--- src/rtl/dksr_pkg.sv ---
// Shared types, constants and helpers of the key set block.
package dksr_pkg;

   localparam int SET_DEPTH   = 16;
   localparam int KEY_WIDTH   = 32;
   localparam int IDX_W       = $clog2(SET_DEPTH);
   localparam int CNT_W       = $clog2(SET_DEPTH + 1);
   localparam int QUEUE_DEPTH = 2;
   localparam int QPTR_W      = $clog2(QUEUE_DEPTH);
   localparam int QCNT_W      = $clog2(QUEUE_DEPTH + 1);

   localparam int CMD_W    = 3;
   localparam int IN_KEY_W = 32;
   localparam int SLOT_W   = 4;
   localparam int STATUS_W = 2;
   localparam int COUNT_W  = 5;

   localparam logic [CMD_W-1:0] CMD_ADD      = 3'd0;
   localparam logic [CMD_W-1:0] CMD_CONTAINS = 3'd1;
   localparam logic [CMD_W-1:0] CMD_RM_SLOT  = 3'd2;
   localparam logic [CMD_W-1:0] CMD_RM_KEY   = 3'd3;
   localparam logic [CMD_W-1:0] CMD_CLEAR    = 3'd4;

   localparam logic [STATUS_W-1:0] ST_OK   = 2'd0;
   localparam logic [STATUS_W-1:0] ST_MISS = 2'd1;
   localparam logic [STATUS_W-1:0] ST_FULL = 2'd2;

   typedef enum logic [2:0] {
      OP_ADD,
      OP_CONTAINS,
      OP_RM_SLOT,
      OP_RM_KEY,
      OP_CLEAR,
      OP_REJECT
   } op_kind_type;

   typedef struct packed {
      op_kind_type            kind;
      logic [KEY_WIDTH-1:0]   key;
      logic                   dup_ok;
      logic [SLOT_W-1:0]      slot_index;
   } op_type;

   function automatic logic [KEY_WIDTH-1:0] fit_key(input logic [IN_KEY_W-1:0] k);
      logic [KEY_WIDTH-1:0] r;
      r = '0;
      for (int i = 0; i < KEY_WIDTH; i++) begin
         if (i < IN_KEY_W) begin
            r[i] = k[i];
         end
      end
      return r;
   endfunction

endpackage

--- src/rtl/dksr_if.sv ---
// Request and response channel interfaces of the key set block.
interface dksr_req_if;
   logic                            valid;
   logic                            ready;
   logic [dksr_pkg::CMD_W-1:0]      command;
   logic [dksr_pkg::IN_KEY_W-1:0]   key;
   logic                            allow_duplicates;
   logic [dksr_pkg::SLOT_W-1:0]     slot_index;

   modport source (output valid, command, key, allow_duplicates, slot_index, input ready);
   modport sink   (input valid, command, key, allow_duplicates, slot_index, output ready);
endinterface

interface dksr_rsp_if;
   logic                            valid;
   logic                            ready;
   logic [dksr_pkg::STATUS_W-1:0]   status;
   logic [dksr_pkg::SLOT_W-1:0]     slot;
   logic                            added_new;
   logic [dksr_pkg::COUNT_W-1:0]    entry_count;

   modport source (output valid, status, slot, added_new, entry_count, input ready);
   modport sink   (input valid, status, slot, added_new, entry_count, output ready);
endinterface

--- src/rtl/dksr_front.sv ---
// Front end: decode request words and hold them in a short queue.
module dksr_front (
   input  logic                 clock,
   input  logic                 reset,
   dksr_req_if.sink             req_bus,
   output logic                 head_valid,
   output dksr_pkg::op_type     head_op,
   input  logic                 head_pop
);

   dksr_pkg::op_type                    queue_ff [dksr_pkg::QUEUE_DEPTH];
   logic [dksr_pkg::QPTR_W-1:0]         wr_ptr_ff;
   logic [dksr_pkg::QPTR_W-1:0]         wr_ptr_in;
   logic [dksr_pkg::QPTR_W-1:0]         rd_ptr_ff;
   logic [dksr_pkg::QPTR_W-1:0]         rd_ptr_in;
   logic [dksr_pkg::QCNT_W-1:0]         count_ff;
   logic [dksr_pkg::QCNT_W-1:0]         count_in;
   dksr_pkg::op_type                    dec_op;
   logic                                push;
   logic                                pop;

   always_comb begin
      dec_op.key        = dksr_pkg::fit_key(req_bus.key);
      dec_op.dup_ok     = req_bus.allow_duplicates;
      dec_op.slot_index = req_bus.slot_index;
      case (req_bus.command)
         dksr_pkg::CMD_ADD:      dec_op.kind = dksr_pkg::OP_ADD;
         dksr_pkg::CMD_CONTAINS: dec_op.kind = dksr_pkg::OP_CONTAINS;
         dksr_pkg::CMD_RM_SLOT:  dec_op.kind = dksr_pkg::OP_RM_SLOT;
         dksr_pkg::CMD_RM_KEY: begin
            // reject the null key
            dec_op.kind = (dec_op.key == '0) ? dksr_pkg::OP_REJECT : dksr_pkg::OP_RM_KEY;
         end
         dksr_pkg::CMD_CLEAR:    dec_op.kind = dksr_pkg::OP_CLEAR;
         default:                dec_op.kind = dksr_pkg::OP_REJECT;
      endcase
   end

   assign req_bus.ready = (count_ff != dksr_pkg::QCNT_W'(dksr_pkg::QUEUE_DEPTH));
   assign push          = req_bus.valid && req_bus.ready;
   assign head_valid    = (count_ff != '0);
   assign pop           = head_pop && head_valid;
   assign head_op       = queue_ff[rd_ptr_ff];

   always_comb begin
      wr_ptr_in = push ? wr_ptr_ff + 1'b1 : wr_ptr_ff;
      rd_ptr_in = pop ? rd_ptr_ff + 1'b1 : rd_ptr_ff;
      count_in  = count_ff;
      if (push && !pop) begin
         count_in = count_ff + 1'b1;
      end else if (pop && !push) begin
         count_in = count_ff - 1'b1;
      end
   end

   always_ff @(posedge clock) begin
      if (reset) begin
         wr_ptr_ff <= '0;
         rd_ptr_ff <= '0;
         count_ff  <= '0;
      end else begin
         wr_ptr_ff <= wr_ptr_in;
         rd_ptr_ff <= rd_ptr_in;
         count_ff  <= count_in;
      end
   end

   always_ff @(posedge clock) begin
      if (push) begin
         queue_ff[wr_ptr_ff] <= dec_op;
      end
   end

endmodule

--- src/rtl/dksr_back.sv ---
// Back end: match against stored keys, update the set, register the response.
module dksr_back (
   input  logic                 clock,
   input  logic                 reset,
   input  logic                 head_valid,
   input  dksr_pkg::op_type     head_op,
   output logic                 head_pop,
   dksr_rsp_if.source           rsp_bus
);

   typedef enum logic {
      S_MATCH,
      S_EXEC
   } state_type;

   state_type                               state_ff;
   state_type                               state_in;
   logic [dksr_pkg::KEY_WIDTH-1:0]          keys_ff [dksr_pkg::SET_DEPTH];
   dksr_pkg::op_type                        op_ff;
   logic [dksr_pkg::SET_DEPTH-1:0]          match_ff;
   logic [dksr_pkg::SET_DEPTH-1:0]          match_in;
   logic [dksr_pkg::CNT_W-1:0]              occ_ff;
   logic [dksr_pkg::CNT_W-1:0]              occ_in;
   logic                                    rsp_valid_ff;
   logic                                    rsp_valid_in;
   logic [dksr_pkg::STATUS_W-1:0]           status_ff;
   logic [dksr_pkg::STATUS_W-1:0]           status_in;
   logic [dksr_pkg::SLOT_W-1:0]             slot_ff;
   logic [dksr_pkg::SLOT_W-1:0]             slot_in;
   logic                                    added_ff;
   logic                                    added_in;

   logic                                    exec_go;
   logic                                    any_match;
   logic [dksr_pkg::IDX_W-1:0]              first_pos;
   logic [dksr_pkg::IDX_W-1:0]              last_pos;
   logic [dksr_pkg::CNT_W-1:0]              occ_dec;
   logic                                    full;
   logic                                    idx_ok;
   logic                                    wr_en;
   logic [dksr_pkg::IDX_W-1:0]              wr_addr;
   logic [dksr_pkg::KEY_WIDTH-1:0]          wr_data;

   assign head_pop = (state_ff == S_MATCH) && head_valid;

   always_comb begin
      for (int i = 0; i < dksr_pkg::SET_DEPTH; i++) begin
         match_in[i] = (dksr_pkg::CNT_W'(i) < occ_ff) && (keys_ff[i] == head_op.key);
      end
   end

   always_comb begin
      first_pos = '0;
      for (int i = dksr_pkg::SET_DEPTH - 1; i >= 0; i--) begin
         if (match_ff[i]) begin
            first_pos = dksr_pkg::IDX_W'(i);
         end
      end
   end

   assign any_match = |match_ff;
   assign occ_dec   = occ_ff - 1'b1;
   assign last_pos  = occ_dec[dksr_pkg::IDX_W-1:0];
   assign full      = (occ_ff == dksr_pkg::CNT_W'(dksr_pkg::SET_DEPTH));
   assign idx_ok    = (32'(op_ff.slot_index) < 32'(occ_ff));
   assign exec_go   = (state_ff == S_EXEC) && (!rsp_valid_ff || rsp_bus.ready);

   always_comb begin
      state_in     = state_ff;
      occ_in       = occ_ff;
      rsp_valid_in = rsp_valid_ff && !rsp_bus.ready;
      status_in    = status_ff;
      slot_in      = slot_ff;
      added_in     = added_ff;
      wr_en        = 1'b0;
      wr_addr      = last_pos;
      wr_data      = keys_ff[last_pos];
      case (state_ff)
         S_MATCH: begin
            if (head_valid) begin
               state_in = S_EXEC;
            end
         end
         S_EXEC: begin
            if (exec_go) begin
               state_in     = S_MATCH;
               rsp_valid_in = 1'b1;
               status_in    = dksr_pkg::ST_MISS;
               slot_in      = '0;
               added_in     = 1'b0;
               case (op_ff.kind)
                  dksr_pkg::OP_ADD: begin
                     if (!op_ff.dup_ok && any_match) begin
                        status_in = dksr_pkg::ST_OK;
                        slot_in   = dksr_pkg::SLOT_W'(first_pos);
                     end else if (full) begin
                        status_in = dksr_pkg::ST_FULL;
                     end else begin
                        wr_en     = 1'b1;
                        wr_addr   = occ_ff[dksr_pkg::IDX_W-1:0];
                        wr_data   = op_ff.key;
                        occ_in    = occ_ff + 1'b1;
                        status_in = dksr_pkg::ST_OK;
                        slot_in   = dksr_pkg::SLOT_W'(occ_ff);
                        added_in  = 1'b1;
                     end
                  end
                  dksr_pkg::OP_CONTAINS: begin
                     if (any_match) begin
                        status_in = dksr_pkg::ST_OK;
                        slot_in   = dksr_pkg::SLOT_W'(first_pos);
                     end
                  end
                  dksr_pkg::OP_RM_SLOT: begin
                     if (idx_ok) begin
                        wr_en     = 1'b1;
                        wr_addr   = dksr_pkg::IDX_W'(op_ff.slot_index);
                        occ_in    = occ_dec;
                        status_in = dksr_pkg::ST_OK;
                        slot_in   = op_ff.slot_index;
                     end
                  end
                  dksr_pkg::OP_RM_KEY: begin
                     if (any_match) begin
                        wr_en     = 1'b1;
                        wr_addr   = first_pos;
                        occ_in    = occ_dec;
                        status_in = dksr_pkg::ST_OK;
                        slot_in   = dksr_pkg::SLOT_W'(first_pos);
                     end
                  end
                  dksr_pkg::OP_CLEAR: begin
                     occ_in    = '0;
                     status_in = dksr_pkg::ST_OK;
                  end
                  default: begin
                     status_in = dksr_pkg::ST_MISS;
                  end
               endcase
            end
         end
         default: begin
            state_in = S_MATCH;
         end
      endcase
   end

   always_ff @(posedge clock) begin
      if (reset) begin
         state_ff     <= S_MATCH;
         occ_ff       <= '0;
         rsp_valid_ff <= 1'b0;
      end else begin
         state_ff     <= state_in;
         occ_ff       <= occ_in;
         rsp_valid_ff <= rsp_valid_in;
      end
      status_ff <= status_in;
      slot_ff   <= slot_in;
      added_ff  <= added_in;
      if (head_pop) begin
         op_ff    <= head_op;
         match_ff <= match_in;
      end
   end

   always_ff @(posedge clock) begin
      if (wr_en) begin
         keys_ff[wr_addr] <= wr_data;
      end
   end

   assign rsp_bus.valid       = rsp_valid_ff;
   assign rsp_bus.status      = status_ff;
   assign rsp_bus.slot        = slot_ff;
   assign rsp_bus.added_new   = added_ff;
   assign rsp_bus.entry_count = dksr_pkg::COUNT_W'(occ_ff);

endmodule

--- src/rtl/dedup_key_set_swap_remove_top.sv ---
// A request word passes the queue, the match registers and the response register
// before it leaves as a response word; a busy response register holds it back.
// The back end takes a new word only after the match state and the update state
// of the last one; a 2-entry queue decouples request intake.
// Reset: synchronous, active high; empties the set and the queue, drops any
// pending response. Stored keys are not cleared.
module dedup_key_set_swap_remove_top (
   input  logic          clock,
   input  logic          reset,
   dksr_req_if.sink      req_bus,
   dksr_rsp_if.source    rsp_bus
);

   logic                 head_valid;
   logic                 head_pop;
   dksr_pkg::op_type     head_op;

   dksr_front u_front (
      .clock      (clock),
      .reset      (reset),
      .req_bus    (req_bus),
      .head_valid (head_valid),
      .head_op    (head_op),
      .head_pop   (head_pop)
   );

   dksr_back u_back (
      .clock      (clock),
      .reset      (reset),
      .head_valid (head_valid),
      .head_op    (head_op),
      .head_pop   (head_pop),
      .rsp_bus    (rsp_bus)
   );

endmodule

--- src/flat_wrapper.sv ---
// flat-port wrapper written by rule: the top's interface ports become plain ports
module dedup_key_set_swap_remove_top_flat 
  (clock, reset, req_bus_valid, req_bus_command, req_bus_key, req_bus_allow_duplicates, req_bus_slot_index, req_bus_ready, rsp_bus_valid, rsp_bus_status, rsp_bus_slot, rsp_bus_added_new, rsp_bus_entry_count, rsp_bus_ready);
  dksr_req_if req_bus_i ();
  dksr_rsp_if rsp_bus_i ();
  input  logic clock;
  input  logic reset;
  input wire logic [$bits(req_bus_i.valid)-1:0] req_bus_valid;
  input wire logic [$bits(req_bus_i.command)-1:0] req_bus_command;
  input wire logic [$bits(req_bus_i.key)-1:0] req_bus_key;
  input wire logic [$bits(req_bus_i.allow_duplicates)-1:0] req_bus_allow_duplicates;
  input wire logic [$bits(req_bus_i.slot_index)-1:0] req_bus_slot_index;
  output wire logic [$bits(req_bus_i.ready)-1:0] req_bus_ready;
  output wire logic [$bits(rsp_bus_i.valid)-1:0] rsp_bus_valid;
  output wire logic [$bits(rsp_bus_i.status)-1:0] rsp_bus_status;
  output wire logic [$bits(rsp_bus_i.slot)-1:0] rsp_bus_slot;
  output wire logic [$bits(rsp_bus_i.added_new)-1:0] rsp_bus_added_new;
  output wire logic [$bits(rsp_bus_i.entry_count)-1:0] rsp_bus_entry_count;
  input wire logic [$bits(rsp_bus_i.ready)-1:0] rsp_bus_ready;
  assign req_bus_i.valid = req_bus_valid;
  assign req_bus_i.command = req_bus_command;
  assign req_bus_i.key = req_bus_key;
  assign req_bus_i.allow_duplicates = req_bus_allow_duplicates;
  assign req_bus_i.slot_index = req_bus_slot_index;
  assign req_bus_ready = req_bus_i.ready;
  assign rsp_bus_valid = rsp_bus_i.valid;
  assign rsp_bus_status = rsp_bus_i.status;
  assign rsp_bus_slot = rsp_bus_i.slot;
  assign rsp_bus_added_new = rsp_bus_i.added_new;
  assign rsp_bus_entry_count = rsp_bus_i.entry_count;
  assign rsp_bus_i.ready = rsp_bus_ready;
  dedup_key_set_swap_remove_top u_core (.clock(clock), .reset(reset), .req_bus(req_bus_i), .rsp_bus(rsp_bus_i));
endmodule
--- config.mk ---
export PLATFORM = sky130hd
export DESIGN_NAME = dedup_key_set_swap_remove_top_flat
export DESIGN_NICKNAME = d
export VERILOG_FILES = /design/src/rtl/dksr_pkg.sv /design/src/rtl/dksr_if.sv /design/src/rtl/dksr_front.sv /design/src/rtl/dksr_back.sv /design/src/rtl/dedup_key_set_swap_remove_top.sv /design/src/flat_wrapper.sv
export SDC_FILE = /design/constraint.sdc
export NUM_CORES = 1
export LEC_CHECK = 0
export BUFFER_PORTS_ARGS = -buffer_cell sky130_fd_sc_hd__buf_2
export CAP_MARGIN = 5
export CORE_MARGIN = 1.5
export CORE_UTILIZATION = 50
export DETAILED_ROUTE_END_ITERATION = 10
export GPL_ROUTABILITY_DRIVEN = 0
export PLACE_DENSITY = 0.71
export REMOVE_ABC_BUFFERS = 1
export SETUP_SLACK_MARGIN = 0.15
export SLEW_MARGIN = 20
export SYNTH_ARGS = -nofsm -noshare
export SYNTH_HDL_FRONTEND = slang
export SYNTH_HIERARCHICAL = 1
export SYNTH_SLANG_ARGS = --single-unit
export TNS_END_PERCENT = 50
--- constraint.sdc ---
create_clock -name clock -period 17.9 [get_ports clock]
set_input_delay 4.475 -clock clock [delete_from_list [all_inputs] [get_ports clock]]
set_output_delay 4.475 -clock clock [all_outputs]
set_load 0.02 [all_outputs]
==> results.cfg <==
[run]
cap_violations = 0

[yosys]
syn_avg_cell_area_sq_um = 16.5
synth-edff-count = 655
synth.area.mux_share_pct = 13.8
ys_seq_elements = 667
synth.area.top_cells = edfxtp_1 62%, mux4_2 11%, xor2_1 7.3%
synth_simple_gate_area_share_pct = 5.57
synth_top_cell_by_area = edfxtp_1
dominantRegCellSynth = edfxtp_1
synth_cell_type_count = 74
syn_inst = 1935
synth_top_family_by_area = XOR/XNOR gates
post_synth_xor_area_fraction_pct = 14.0
synth_compound_area_share_pct = 2.00
syn_area_sq_um = 32000
synth_fa_ha_area_share_pct = 0.352
yosysSeqAreaShare_pct = 62.3
synthArstFlopShare_pct = 0
yosys.area.top_type_share_pct = 61.5
yosys_warnings = 6

[sta]
tightest_slew_ps = 1300
grt_setup_unrepaired = no
final_hold_viol_count = 0
setup_viol = 0
maxSlewHeadroom_pct = 11.1
min_period_over_period_pct = 38.0
slew_viol_final = 0
tns_ps = 0
max_freq_mhz = 147
fin_skew_ps = 29.0
post-route-min-period_ps = 6810

[place]
placed_cell_area_sq_um = 33100
dp_cells = 2750
dp.final_hpwl_um = 74100
port_buffers = 57

[pwr]
total_power_mw = 6.33
leakage_nw = 10.9
powerDensity_nw_per_um2 = 178
ir_worst_vdd_mv = 0.0921

[global_route]
gr-total-overflow = 0
groute.usage.overall_pct = 32.6
antenna_found_initial = 6
grt_pass1_wl_um = 147000
grt_pass1_vias = 18700
grt_max_degree = 68

[floorplanning]
fp-row-count = 92
die_w_um = 256
die_h_um = 256
io_pins = 58
initial_utilization_pct = 50.6
die_area_sq_um = 65500
core-area_sq_um = 63200

[clock_tree]
cts_resized = 0
cts_tree = done
clock_path_buffers = 3
cts-root-buf = clkbuf_16
cts_htree_levels = 3
cts_setup_buffers = 0
clk_pin_slew_ps = 60
cts_buffers = 72
ctsHoldBuffers = 0
clk_latency_ps = 630
clock_sinks = 667

[critical_path]
critPathLaunchType = input port
cp_max_fo = 32
path_class = input port to register
cp_cell_sequence = buf_2, nand2b_1, and2_0, and3_1, nand3_1, nor4_2, buf_4
end_kind = register
cp_data_arrival_time_ps = 7040
slowest_delay_ps = 680
worstPathRequired_ps = 18130
cpMaxStageDelayCell = buf_4

[routing]
via_per_inst = 6.86
routedWlPerCell_um = 37.3
drtIter0Drc = 3847
drc_errors = 0
firstDrtPassIters = 10
wl_um = 107000
final_antenna_net_count = 0
dr_total_vias = 19800

[finish]
final_area_sq_um = 35500
nets = 2032
area.growth.synth_to_final_pct = 11.0
fillerInstances = 4806
drive_gt1_share_pct = 22.8
utilization_pct = 56.2
instances_no_fill = 2884

[run_status]
outcome = completed

[min_path]
hold_path.class = register to register
## kinds of logic after synthesis
kind of cell | count (synthesis)
and+or+nand+nor | 290
adders and majority gates | 9
xor gates and xnor gates | 512
DFF | 667
buffers and inverters | 138
AOI/OAI and AO/OA | 87
muxes | 232
## critical path: cells and delay by family
family	cells	cell delay, ps
buffers and inverters	2	750
AND/OR/NAND/NOR	5	1770
## layout make-up
type	count	area (sq um)	area share (%)
sequential	667	19900	56.1
multi-input combinational	1130	11600	32.7
clock buffer	85	1910	5.39
tap	846	1060	2.98
timing repair buffer	88	518	1.46
clock inverter	43	415	1.17
inverter	20	75.1	0.211
antenna	5	12.5	0.0352
## power breakdown
part	internal, mW	total, mW	switching (mW)
clock	0.878	1.49	0.614
sequential	2.32	2.43	0.107
combinational	0.749	2.41	1.66
total	3.95	6.33	2.38
## flip-flops by register name (all words and copies together) (netlist names), 2 cells and up, named ones only
| register | cells |
|---|---|
| u_core/u_back/keys_ff | 512 |
| u_core/u_back/rsp_bus.slot | 4 |
| u_core/u_back/rsp_bus.entry_count | 5 |
| u_core/u_front/count_ff | 2 |
| u_core/u_back/match_ff | 16 |
| u_core/u_front/queue_ff | 80 |
| u_core/u_back/rsp_bus.status | 2 |
| u_core/u_back/op_ff | 40 |
## layout by cell type (no fill, tap or decap), drive strengths merged, types with 7 or more instances in the layout
cell type	count
a21oi	18
buf	87
bufinv	8
clkbuf	86
clkinv	28
dfxtp	12
edfxtp	655
ha	9
inv	23
mux2	72
mux4	160
nand2	13
nand2b	8
nand3	22
nand4	71
nor2	23
nor3	13
nor4	109
o21ai	10
or4	7
xnor2	246
xor2	266
## path summary, 6_finish.rpt
kind                                                  from                           end  slack (ps)  cells past startpoint
worst max-delay path                         rsp_bus_ready  u_core/u_back/keys_ff[8][30]       11090                      7
worst min-delay path            u_core/u_front/count_ff[1]    u_core/u_front/count_ff[1]         510                      2
worst max register to register                    register    u_core/u_back/match_ff[11]       12730                      8
worst min register to register  u_core/u_front/count_ff[1]    u_core/u_front/count_ff[1]         510                      2
## metal layers
layer,part of all wire [%],global-route usage [%]
met1,34,41.4
met2,43,47.7
met3,15,13.3
met4,7.0,18.0
met5,0.15,0.658
## Yosys cell counts (3+ instances only)
cell type / n
a2111oi_0: 6
a21o_1: 3
a21oi_1: 18
a22oi_1: 3
a31oi_1: 5
and2_1: 4
and3_1: 5
and4_1: 3
buf_1: 11
buf_2: 11
buf_4: 9
buf_6: 9
clkbuf_1: 77
dfxtp_1: 12
edfxtp_1: 655
ha_1: 9
inv_1: 20
mux2_2: 72
mux4_2: 160
nand2_1: 13
nand2b_1: 8
nand3_1: 21
nand4_1: 71
nor2_1: 22
nor3_1: 13
nor4_1: 105
o211ai_1: 3
o21ai_0: 8
o311ai_0: 3
o31ai_1: 6
or4_1: 5
xnor2_1: 246
xor2_1: 266
## stage by stage
step	hold WS (ps)	worst slack (ps)
floorplan	455	5790
global placement	488	10650
detailed placement	498	10530
CTS	515	11170
global route	539	11010
finish	511	11090
Note: power is estimated with default switching activity, not from simulation.
